[src/btp_pkg.sv]
`default_nettype none
package btp_pkg;

    localparam int MAX_ITEMS   = 64;
    localparam int SCORE_WIDTH = 32;
    localparam int TAG_WIDTH   = 16;
    localparam int ADDR_W      = $clog2(MAX_ITEMS);
    localparam int CNT_W       = $clog2(MAX_ITEMS + 1);
    localparam int ENTRY_W     = SCORE_WIDTH + TAG_WIDTH;
    localparam int KC_W        = 7;
    localparam int THR_W       = 31;
    localparam int CFG_IDX_W   = 2;
    localparam int SUM_W       = SCORE_WIDTH + THR_W + 1;

    localparam logic [CFG_IDX_W-1:0] CFG_KEEP_COUNT  = 2'd0;
    localparam logic [CFG_IDX_W-1:0] CFG_THR_ENABLE  = 2'd1;
    localparam logic [CFG_IDX_W-1:0] CFG_THRESHOLD   = 2'd2;

    typedef logic signed [SCORE_WIDTH-1:0] t_score;
    typedef logic [TAG_WIDTH-1:0]          t_tag;

endpackage
`default_nettype wire

[src/beam_topk_threshold_prune_unit.sv]
`default_nettype none
// Collects hypotheses (score, tag) one per cycle while busy is low, storing them
// in a 64-entry RAM in arrival order; items beyond 64 are dropped but last still
// closes the set. After last, busy rises and survivors are emitted on o_res_strobe,
// one single-cycle word each, with rank and a final mark; the receiver cannot stall
// and every word must be taken when strobed. Output order is arrival order when
// no pruning applies, otherwise ascending score, stable on ties, found by a full
// RAM scan per survivor. The single RAM read port sets the emission time.
// Configuration writes are always ready and must be done while busy is low.
module beam_topk_threshold_prune_unit (
    input  wire logic                              i_clk,
    input  wire logic                              i_rst_n,
    input  wire logic                              start,
    output logic                                   busy,
    input  wire logic signed [31:0]                i_score,
    input  wire logic [15:0]                       i_tag,
    input  wire logic                              i_last,
    input  wire logic                              i_cfg_valid,
    output logic                                   o_cfg_ready,
    input  wire logic [btp_pkg::CFG_IDX_W-1:0]     i_cfg_index,
    input  wire logic [btp_pkg::THR_W-1:0]         i_cfg_data,
    output logic                                   o_res_strobe,
    output logic signed [31:0]                     o_kept_score,
    output logic [15:0]                            o_kept_tag,
    output logic [5:0]                             o_rank,
    output logic                                   o_final_res
);
    import btp_pkg::*;

    localparam logic [1:0] S_LOAD  = 2'd0;
    localparam logic [1:0] S_START = 2'd1;
    localparam logic [1:0] S_SCAN  = 2'd2;
    localparam logic [1:0] S_DEC   = 2'd3;

    logic [1:0]        r_state, n_state;
    logic [CNT_W-1:0]  r_fill, n_fill;
    logic [CNT_W-1:0]  r_n, n_n;
    logic [CNT_W-1:0]  r_m, n_m;
    logic              r_sorted, n_sorted;
    logic [CNT_W-1:0]  r_cnt, n_cnt;
    logic [CNT_W-1:0]  r_rd, n_rd;
    logic [ADDR_W-1:0] r_hi, n_hi;
    logic              r_dv, n_dv;
    logic [ADDR_W-1:0] r_didx, n_didx;
    logic              r_bvalid, n_bvalid;
    t_score            r_bscore, n_bscore;
    t_tag              r_btag, n_btag;
    logic [ADDR_W-1:0] r_bidx, n_bidx;
    t_score            r_pscore, n_pscore;
    t_tag              r_ptag, n_ptag;
    logic [ADDR_W-1:0] r_pidx, n_pidx;
    t_score            r_limit, n_limit;
    logic [KC_W-1:0]   r_kc;
    logic              r_thr_en;
    logic [THR_W-1:0]  r_thr;
    logic              r_strobe, n_strobe;
    logic signed [31:0] r_o_score, n_o_score;
    logic [15:0]       r_o_tag, n_o_tag;
    logic [5:0]        r_o_rank, n_o_rank;
    logic              r_o_final, n_o_final;

    logic               accept;
    logic               wr_en;
    logic [ENTRY_W-1:0] wr_data;
    logic [ENTRY_W-1:0] rd_data;
    t_score             d_score;
    t_tag               d_tag;
    logic               after_prev;
    logic               before_best;
    logic               take;
    logic               issue;
    logic               qual;
    logic [CNT_W-1:0]   fill_inc;
    logic [KC_W-1:0]    kc_eff;
    logic [KC_W-1:0]    n_ext;
    logic signed [SUM_W-1:0] sum;
    logic signed [SUM_W-1:0] max_ext;

    assign busy         = (r_state != S_LOAD);
    assign o_cfg_ready  = 1'b1;
    assign accept       = start && !busy;
    assign wr_en        = accept && (r_fill < CNT_W'(MAX_ITEMS));
    assign wr_data      = {SCORE_WIDTH'(i_score), i_tag};
    assign d_score      = t_score'(rd_data[ENTRY_W-1:TAG_WIDTH]);
    assign d_tag        = rd_data[TAG_WIDTH-1:0];
    assign fill_inc     = wr_en ? r_fill + 1'b1 : r_fill;
    assign kc_eff       = (r_kc == '0) ? KC_W'(1) : r_kc;
    assign n_ext        = KC_W'(fill_inc);
    assign after_prev   = (r_cnt == '0) || (d_score > r_pscore) ||
                          ((d_score == r_pscore) && (r_didx > r_pidx));
    assign before_best  = !r_bvalid || (d_score < r_bscore);
    assign take         = r_dv && (!r_sorted || (after_prev && before_best));
    assign issue        = (r_rd <= CNT_W'(r_hi));
    assign qual         = r_bvalid &&
                          ((r_cnt == '0) || !r_thr_en || (r_bscore <= r_limit));
    assign sum          = SUM_W'(r_bscore) + SUM_W'($signed({1'b0, r_thr}));
    assign max_ext      = SUM_W'($signed({1'b0, {(SCORE_WIDTH-1){1'b1}}}));

    btp_ram #(
        .WIDTH (ENTRY_W),
        .DEPTH (MAX_ITEMS)
    ) u_store (
        .i_clk   (i_clk),
        .i_we    (wr_en),
        .i_waddr (r_fill[ADDR_W-1:0]),
        .i_wdata (wr_data),
        .i_raddr (r_rd[ADDR_W-1:0]),
        .o_rdata (rd_data)
    );

    always_comb begin
        n_state   = r_state;
        n_fill    = r_fill;
        n_n       = r_n;
        n_m       = r_m;
        n_sorted  = r_sorted;
        n_cnt     = r_cnt;
        n_rd      = r_rd;
        n_hi      = r_hi;
        n_dv      = 1'b0;
        n_didx    = r_didx;
        n_bvalid  = r_bvalid;
        n_bscore  = r_bscore;
        n_btag    = r_btag;
        n_bidx    = r_bidx;
        n_pscore  = r_pscore;
        n_ptag    = r_ptag;
        n_pidx    = r_pidx;
        n_limit   = r_limit;
        n_strobe  = 1'b0;
        n_o_score = 32'(r_pscore);
        n_o_tag   = r_ptag;
        n_o_rank  = 6'(r_cnt - 1'b1);
        n_o_final = 1'b0;
        unique case (r_state)
            S_LOAD: begin
                if (accept) begin
                    n_fill = fill_inc;
                    if (i_last) begin
                        n_fill   = '0;
                        n_n      = fill_inc;
                        n_sorted = (n_ext > kc_eff) || r_thr_en;
                        n_m      = (n_ext > kc_eff) ? CNT_W'(kc_eff) : fill_inc;
                        n_cnt    = '0;
                        n_state  = S_START;
                    end
                end
            end
            S_START: begin
                if (r_cnt < r_m) begin
                    n_rd     = r_sorted ? '0 : r_cnt;
                    n_hi     = r_sorted ? ADDR_W'(r_n - 1'b1) : r_cnt[ADDR_W-1:0];
                    n_bvalid = 1'b0;
                    n_state  = S_SCAN;
                end else begin
                    n_strobe  = 1'b1;
                    n_o_final = 1'b1;
                    n_state   = S_LOAD;
                end
            end
            S_SCAN: begin
                if (issue) begin
                    n_rd = r_rd + 1'b1;
                end
                n_dv   = issue;
                n_didx = r_rd[ADDR_W-1:0];
                if (take) begin
                    n_bvalid = 1'b1;
                    n_bscore = d_score;
                    n_btag   = d_tag;
                    n_bidx   = r_didx;
                end
                if (r_dv && (r_didx == r_hi)) begin
                    n_state = S_DEC;
                end
            end
            S_DEC: begin
                if (qual) begin
                    n_strobe = (r_cnt != '0);
                    n_pscore = r_bscore;
                    n_ptag   = r_btag;
                    n_pidx   = r_bidx;
                    n_cnt    = r_cnt + 1'b1;
                    if (r_cnt == '0) begin
                        n_limit = (sum > max_ext) ? t_score'(max_ext[SCORE_WIDTH-1:0])
                                                  : t_score'(sum[SCORE_WIDTH-1:0]);
                    end
                    n_state = S_START;
                end else begin
                    n_strobe  = 1'b1;
                    n_o_final = 1'b1;
                    n_state   = S_LOAD;
                end
            end
            default: begin
                n_state = S_LOAD;
            end
        endcase
    end

    always_ff @(posedge i_clk) begin
        if (!i_rst_n) begin
            r_state  <= S_LOAD;
            r_fill   <= '0;
            r_cnt    <= '0;
            r_dv     <= 1'b0;
            r_bvalid <= 1'b0;
            r_strobe <= 1'b0;
            r_kc     <= KC_W'(1);
            r_thr_en <= 1'b0;
            r_thr    <= '1;
        end else begin
            r_state  <= n_state;
            r_fill   <= n_fill;
            r_cnt    <= n_cnt;
            r_dv     <= n_dv;
            r_bvalid <= n_bvalid;
            r_strobe <= n_strobe;
            if (i_cfg_valid && o_cfg_ready) begin
                unique case (i_cfg_index)
                    CFG_KEEP_COUNT: r_kc     <= i_cfg_data[KC_W-1:0];
                    CFG_THR_ENABLE: r_thr_en <= i_cfg_data[0];
                    CFG_THRESHOLD:  r_thr    <= i_cfg_data;
                    default: begin
                    end
                endcase
            end
        end
    end

    always_ff @(posedge i_clk) begin
        r_n       <= n_n;
        r_m       <= n_m;
        r_sorted  <= n_sorted;
        r_rd      <= n_rd;
        r_hi      <= n_hi;
        r_didx    <= n_didx;
        r_bscore  <= n_bscore;
        r_btag    <= n_btag;
        r_bidx    <= n_bidx;
        r_pscore  <= n_pscore;
        r_ptag    <= n_ptag;
        r_pidx    <= n_pidx;
        r_limit   <= n_limit;
        r_o_score <= n_o_score;
        r_o_tag   <= n_o_tag;
        r_o_rank  <= n_o_rank;
        r_o_final <= n_o_final;
    end

    assign o_res_strobe = r_strobe;
    assign o_kept_score = r_o_score;
    assign o_kept_tag   = r_o_tag;
    assign o_rank       = r_o_rank;
    assign o_final_res  = r_o_final;

endmodule
`default_nettype wire

[src/btp_ram.sv]
`default_nettype none
module btp_ram #(
    parameter int WIDTH = 8,
    parameter int DEPTH = 16
) (
    input  wire logic                     i_clk,
    input  wire logic                     i_we,
    input  wire logic [$clog2(DEPTH)-1:0] i_waddr,
    input  wire logic [WIDTH-1:0]         i_wdata,
    input  wire logic [$clog2(DEPTH)-1:0] i_raddr,
    output logic      [WIDTH-1:0]         o_rdata
);

    logic [WIDTH-1:0] r_mem [DEPTH];

    always_ff @(posedge i_clk) begin
        if (i_we) begin
            r_mem[i_waddr] <= i_wdata;
        end
        o_rdata <= r_mem[i_raddr];
    end

endmodule
`default_nettype wire
[config.mk]
export PLATFORM = sky130hd
export DESIGN_NAME = beam_topk_threshold_prune_unit
export DESIGN_NICKNAME = d
export VERILOG_FILES = /design/src/btp_pkg.sv /design/src/beam_topk_threshold_prune_unit.sv /design/src/btp_ram.sv
export SDC_FILE = /design/constraint.sdc
export NUM_CORES = 2
export LEC_CHECK = 0
export BUFFER_PORTS_ARGS = -buffer_cell sky130_fd_sc_hd__buf_2
export CAP_MARGIN = 20
export CORE_MARGIN = 2
export CORE_UTILIZATION = 47
export CTS_BUF_LIST = sky130_fd_sc_hd__clkbuf_16
export DETAILED_ROUTE_END_ITERATION = 10
export PLACE_DENSITY = 0.67
export SLEW_MARGIN = 25
export SYNTH_ARGS = -nofsm -noshare
export SYNTH_HDL_FRONTEND = slang
export SYNTH_SLANG_ARGS = --single-unit
[constraint.sdc]
create_clock -name i_clk -period 6.6 [get_ports i_clk]
set_input_delay 0.33 -clock i_clk [delete_from_list [all_inputs] [get_ports i_clk]]
set_output_delay 0.33 -clock i_clk [all_outputs]
set_load 0.005 [all_outputs]
After elaboration in Yosys (flattened, before gate mapping)
Memory sizes are Yosys's and may differ from the RTL's. A register that Yosys moved wholly into a read port is not among the register bits.
Index checks and enable logic that the tools add are counted.
- register bits after elaboration: 286
- bits in writable memories: 3072
- input port bits: 86
- output and inout bits: 58
- logic and storage cells: 125
- memories kept: 1
- memory list (name ; words ; bits a word ; read ports ; clocked after Yosys merged registers in ; write ports ; line ; source):
    u_store.r_mem ; 64 ; 48 ; 1 ; 1 ; 1 ; btp_ram.sv:14 ; logic [WIDTH-1:0] r_mem [DEPTH];
- add/subtract/negate cells: 6
- magnitude comparators: 9
- equality and inequality tests: 14
- multiplexer cells: 29
- reduce and logical (&&, ||, !) cells: 40
- operators by type and width (cell ; number):
    two-way mux 7 bit ; 10
    adder 32 x 32 -> 33 bit ; 1
    > comparator 33 x 32 -> 1 bit (second input constant) ; 1
    equality test 32 bit ; 1
    > comparator 32 bit ; 1
    <= comparator 32 bit ; 1
    < comparator 32 bit ; 1
    one-hot mux 7 bit (2 select lines) ; 2
    adder 7 x 1 -> 7 bit (second input constant) ; 3
    AND reduction 2 bit ; 8
    AND reduction 3 bit ; 5
    zero test 7 bit ; 2
    inequality test 2 bit (second input constant) ; 7
    subtractor 6 x 1 -> 6 bit (second input constant) ; 2
    two-way mux 1 bit ; 8
    two-way mux 2 bit ; 4
    one-hot mux 2 bit (4 select lines) ; 1
    > comparator 7 bit ; 1
    <= comparator 7 x 6 -> 1 bit ; 1
    logical AND 1 bit ; 7
    logical OR 1 bit ; 7
    < comparator 7 bit ; 1
    < comparator 7 bit (second input constant) ; 1
    nonzero test 7 bit ; 1
    other kinds (10) ; 21

Depth between registers and ports, before layout
- depth in word-level cells: 8
- gate-level depth with buffers: 15
- gate-level depth less buffers: 14

Hierarchy
From an unflattened synthesis, not the netlist that was laid out.
- cell total of the unflattened synthesis: 6307
- area, all modules: 131379.8 um^2
- by module, submodules not included (module ; instances ; cells each ; area an instance (um^2) ; seq. area each (um^2)):
    btp_ram ; 1 ; 4970 ; 117117.3 ; 93209.4
    beam_topk_threshold_prune_unit ; 1 ; 1337 ; 14262.4 ; 7457.2

Least setup slack after synthesis
Ideal clock, no wire load.
- path kind: register to register
- start point: register r_bscore[9]
- end point: register r_bidx[0], enable pin
- library setup time: 533 ps
- arrival time: 5555 ps
- data required time: 6067 ps
- slack: 512 ps
- stages on the path, launching flop included: 11
- buffers on the path: 0
- period minus slack after synthesis: 6088 ps
- cell sequence: edfxtp_1 -> inv_1 -> ha_1 -> a21o_1 -> a211o_1 -> a211o_1 -> a21oi_1 -> nor3_1 -> o21ai_0 -> a21oi_1 -> nor3_1
- word-level cells in the longest chain between the ends: 6
- RTL lines (item ; line ; source):
    start: declaration ; beam_topk_threshold_prune_unit.sv:46 ; t_score r_bscore, n_bscore;
    start signal: assignment ; beam_topk_threshold_prune_unit.sv:238 ; r_bscore <= n_bscore;
    < comparator 32 bit ; beam_topk_threshold_prune_unit.sv:91 ; assign before_best = !r_bvalid || (d_score < r_bscore);
    logical OR 1 bit ; beam_topk_threshold_prune_unit.sv:91 ;
    logical AND 1 bit ; beam_topk_threshold_prune_unit.sv:92 ; assign take = r_dv && (!r_sorted || (after_prev && before_best));
    logical OR 1 bit ; beam_topk_threshold_prune_unit.sv:92 ;
    logical AND 1 bit ; beam_topk_threshold_prune_unit.sv:92 ;
    AND reduction 2 bit (no source line) ; n/a ;
    end signal: assignment ; beam_topk_threshold_prune_unit.sv:240 ; r_bidx <= n_bidx;
    end: declaration ; beam_topk_threshold_prune_unit.sv:48 ; logic [ADDR_W-1:0] r_bidx, n_bidx;
No other way between the ends.
A chain may end at the register's enable or synchronous reset.

==> summary.txt <==
Drt
  – Antenna-violating nets left: 0
  – First-pass iteration count of the detailed router: 5
  – Vias/cell: a little over 6
  – WL per Instance: around 32 um
  – Number of DRC markers in iteration 0: between 8k and 9k
  – WL final: 330000 um
  – DR vias: between 60k and 70k
  – # DRC: 0

Die
  – Starting Density: 0.471
  – Die ar.: 0.284 mm^2
  – Die W: 533 um
  – Core area: roughly 0.28 mm^2
  – Row count: ~190
  – I/O Pins: about 140
  – Die H: about 530 um

Cells and area
  – Nets: ~6.4k
  – Layout cells sized above 1: 0.287
  – Layout Utilization: 0.534
  – Area growth syn-to-layout: 13.4%
  – Sequential cell area: approximately 0.10 mm^2
  – Multi-input combinational cell area: about 0.030 mm^2
  – Fill cells: roughly 21k

Clock network
  – Clk Latency, worst-skew pair: 900 ps
  – Post-CTS resize count: 0
  – CTS root buf: clkbuf_16
  – Max clock buf depth: 4
  – Htree depth: 5
  – CTS Sinks: around 3.4k
  – Reg clk slew, reported paths: about 60 ps
  – CTS Buf Count: between 300 and 400
  – TritonCTS clock tree: yes
  – Post-CTS Setup Bufs: 0

Worst setup path
  – Most common cell on crit path: o21a_1
  – Crit-path cells: inv_1 > ha_1 > nand2_1 > nor2_1 > and2_1 > nand3_1 > xnor2_1 > ha_1 > o21a_1 > o21a_1 > o21a_1 > o21a_1 > o22ai_1 > mux2_2
  – Crit path DAT: 5600 ps
  – Critical-path maximum fanout: 10
  – Setup CP Type: flop to flop
  – Crit. End Element: flop
  – CP Buf/Inv Count: 1
  – CP required: a little over 7000 ps
  – Max stage delay cell, worst path: nand3_1
  – CP max stage delay: 630 ps
  – Critical Path Source Type: flop
  – Crit path max-delay family: simple AND/OR/NAND/NOR gates

Yosys
  – Register bit total from synthesis: ~3.4k
  – Ys flop type: edfxtp_1
  – EDFF count, synth: ~3.2k
  – Post-Syn Area: ~0.13 mm^2
  – Syn Inst Count: 5764
  – Yosys cell types: 70
  – Mapped Nets: 6012
  – Sequential area share after synthesis: 0.766
  – Asr flop ratio synth: 0
  – Number of warnings issued by yosys: 0
  – Avg Cell Area, Syn: approximately 23 um^2

Timing
  – Final hold slack: -10.7 ps
  – Final Hold Fails: 37
  – Final worst path period need: approximately 5000 ps
  – Worst slew margin: 0.245
  – RSZ-0062 raised after global routing: no
  – FMAX: approximately 200 MHz
  – Setup TNS: 0 ps
  – Worst Tran Pin Value: 1130 ps
  – Final setup fails: 0
  – Fin crit share: 0.760
  – Slew Limit Fails: 0
  – Clock skew: around 73 ps

Power and ir drop
  – Psw: around 11 mW
  – Switch share: 0.237
  – Reg power frac: 0.501
  – Clk pwr share: 0.374
  – P_int: roughly 37 mW
  – Pwr Density: 324 mW/mm^2
  – Leakage: between 40 and 50 nW
  – Worst VDD drop: approximately 0.22 mV
  – Gate power share: 0.125
  – Total Power: 48.3 mW

Global routing
  – Total track usage: 0.230
  – Total grt overflow: 0
  – First-pass GRT wire length: approximately 470000 um
  – Initial antenna violation count: 20
  – Largest net degree at the start of global routing: around 110
  – Vias in the first global route: roughly 63k

Placed design
  – Final Wtd Congestion: between 0.8 and 0.9
  – Final HPWL DP: about 180000 um
  – IO Port Bufs: around 140

Status
  – Status: finished with violations
  – Failing checks: negative hold slack

Min path
  – Worst min-delay path class: input pin to flop

Flow run
  – Max-cap violations: 0
[through the flow]
step / instance area, um^2 / cells / worst slack, ps
after detailed placement: 138000 / 9526 / 1710
after floorplan: 131000 / 5764 / 512
after CTS: 149000 / 10200 / 1660
after global placement: 138000 / 9519 / 1810
after global routing: 149000 / 10200 / 1280
final: 149000 / 10200 / 1580
[worst paths after layout]
check | start | slack (ps) | to | cells past startpoint
setup / recovery | flop | 1580 | r_m[6] | 14
hold reg to reg | n_o_tag[12] | 350 | o_kept_tag[12] | 0
setup reg to reg | flop | 1580 | r_m[6] | 14
hold / removal | i_tag[5] | -10 | u_store.r_mem[47][5] | 1
[layout by cell type (no fill, tap or decap), types with 32 or more instances in the layout]
master         synthesis  routed
buf_2                 46     102
dlygate4sd3_1          0      42
clkbuf_16              0     347
xnor2_1               33      33
clkinv_2               0      55
o21ai_0               60      60
a21oi_1               78      78
nand4_1               32      32
buf_4                  1     142
inv_1                146     238
nand3_1               59      59
ha_1                 161     161
dfxtp_1              161     161
a21o_1                38      38
buf_12                 0      47
nor2_4                 0      62
edfxtp_1            3245    3245
nand2_1              153     153
nor2_1               119      56
clkinv_1               0      65
mux4_2              1008    1008
[cell usage after synthesis (6+ instances only)]
| cell | number | share of area |
|---|---|---|
| a21o_1 | 38 | 0.0022 |
| a211oi_1 | 8 | 0.00046 |
| buf_1 | 59 | 0.0017 |
| o211ai_1 | 8 | 0.00046 |
| inv_1 | 146 | 0.0042 |
| xnor2_1 | 33 | 0.0022 |
| mux2_2 | 8 | 0.00069 |
| nor2b_1 | 20 | 0.00095 |
| o21ai_0 | 60 | 0.0023 |
| edfxtp_1 | 3245 | 0.74 |
| nand3_1 | 59 | 0.0022 |
| a21oi_1 | 78 | 0.0030 |
| nand2b_1 | 7 | 0.00033 |
| a21boi_0 | 6 | 0.00034 |
| nor4_1 | 6 | 0.00029 |
| nand4_1 | 32 | 0.0015 |
| mux4_2 | 1008 | 0.17 |
| a31oi_1 | 6 | 0.00029 |
| nor2_1 | 119 | 0.0034 |
| buf_2 | 46 | 0.0018 |
| xor2_1 | 14 | 0.00093 |
| ha_1 | 161 | 0.015 |
| dfxtp_1 | 161 | 0.025 |
| or4_1 | 8 | 0.00046 |
| nand2_1 | 153 | 0.0044 |
| nor3_1 | 22 | 0.00084 |
| o21a_1 | 11 | 0.00063 |
| clkbuf_1 | 154 | 0.0044 |
[final cells by class]
| class | count | area share |
|---|---|---|
| diodes | 2 | 0.0000336 |
| clock buffers | 347 | 0.0583 |
| clock inverters | 258 | 0.0111 |
| inverters | 146 | 0.00369 |
| multi-input cells | 1949 | 0.198 |
| flip-flops and latches | 3406 | 0.676 |
| well taps | 3724 | 0.0313 |
| repair buffers | 346 | 0.0213 |
[sequential cells by signal, summed over array words and instances, names as in the netlist, 6 cells and up, named ones only]
signal and flops:
n_o_score 32, n_o_tag 16, o_kept_score 32, o_kept_tag 16
o_rank 6, r_bidx 6, r_bscore 32, r_btag 16
r_cnt 7, r_didx 6, r_fill 7, r_hi 6
r_kc 7, r_limit 32, r_m 7, r_n 6
r_pidx 6, r_rd 7, r_thr 31, u_store.o_rdata 48
u_store.r_mem 3072
[per-layer routing]
layer | global-route usage | up-vias | wire (um)
met5 | 0 | - | 36
met4 | 0.0615 | 6 | 8980
met3 | 0.0381 | 526 | 30200
met2 | 0.360 | 3354 | 156000
met1 | 0.339 | 34200 | 135000
li1 | - | 25200 | -
[power groups by stage]
stage	sequential, mW	clock (mW)	combinational (mW)
final	24.2	18.1	6.05
after global routing	24.2	19.1	6.40
after CTS	24.2	18.3	6.11
after detailed placement	24.7	0	6.07
after global placement	24.7	0	6.00
after floorplan	24.5	0	4.01
[logic make-up after synthesis]
group / count (synthesis) / synth area share
AO/OA/AOI/OAI: 255 / 0.0122
XOR/XNOR: 47 / 0.00313
adder cells (fa/ha/maj): 162 / 0.0155
buffers and inverters: 409 / 0.0123
flip-flops: 3406 / 0.766
multiplexers: 1020 / 0.174
other: 1 / 0.0000285
AND/OR/NAND/NOR: 464 / 0.0167
[what timing repair did]
item	4_1_cts	5_1_grt
setup endpoints to repair	0	0
hold buffers	34	8
hold endpoints to repair	46	102
Note: power is estimated with default switching activity, not from simulation.
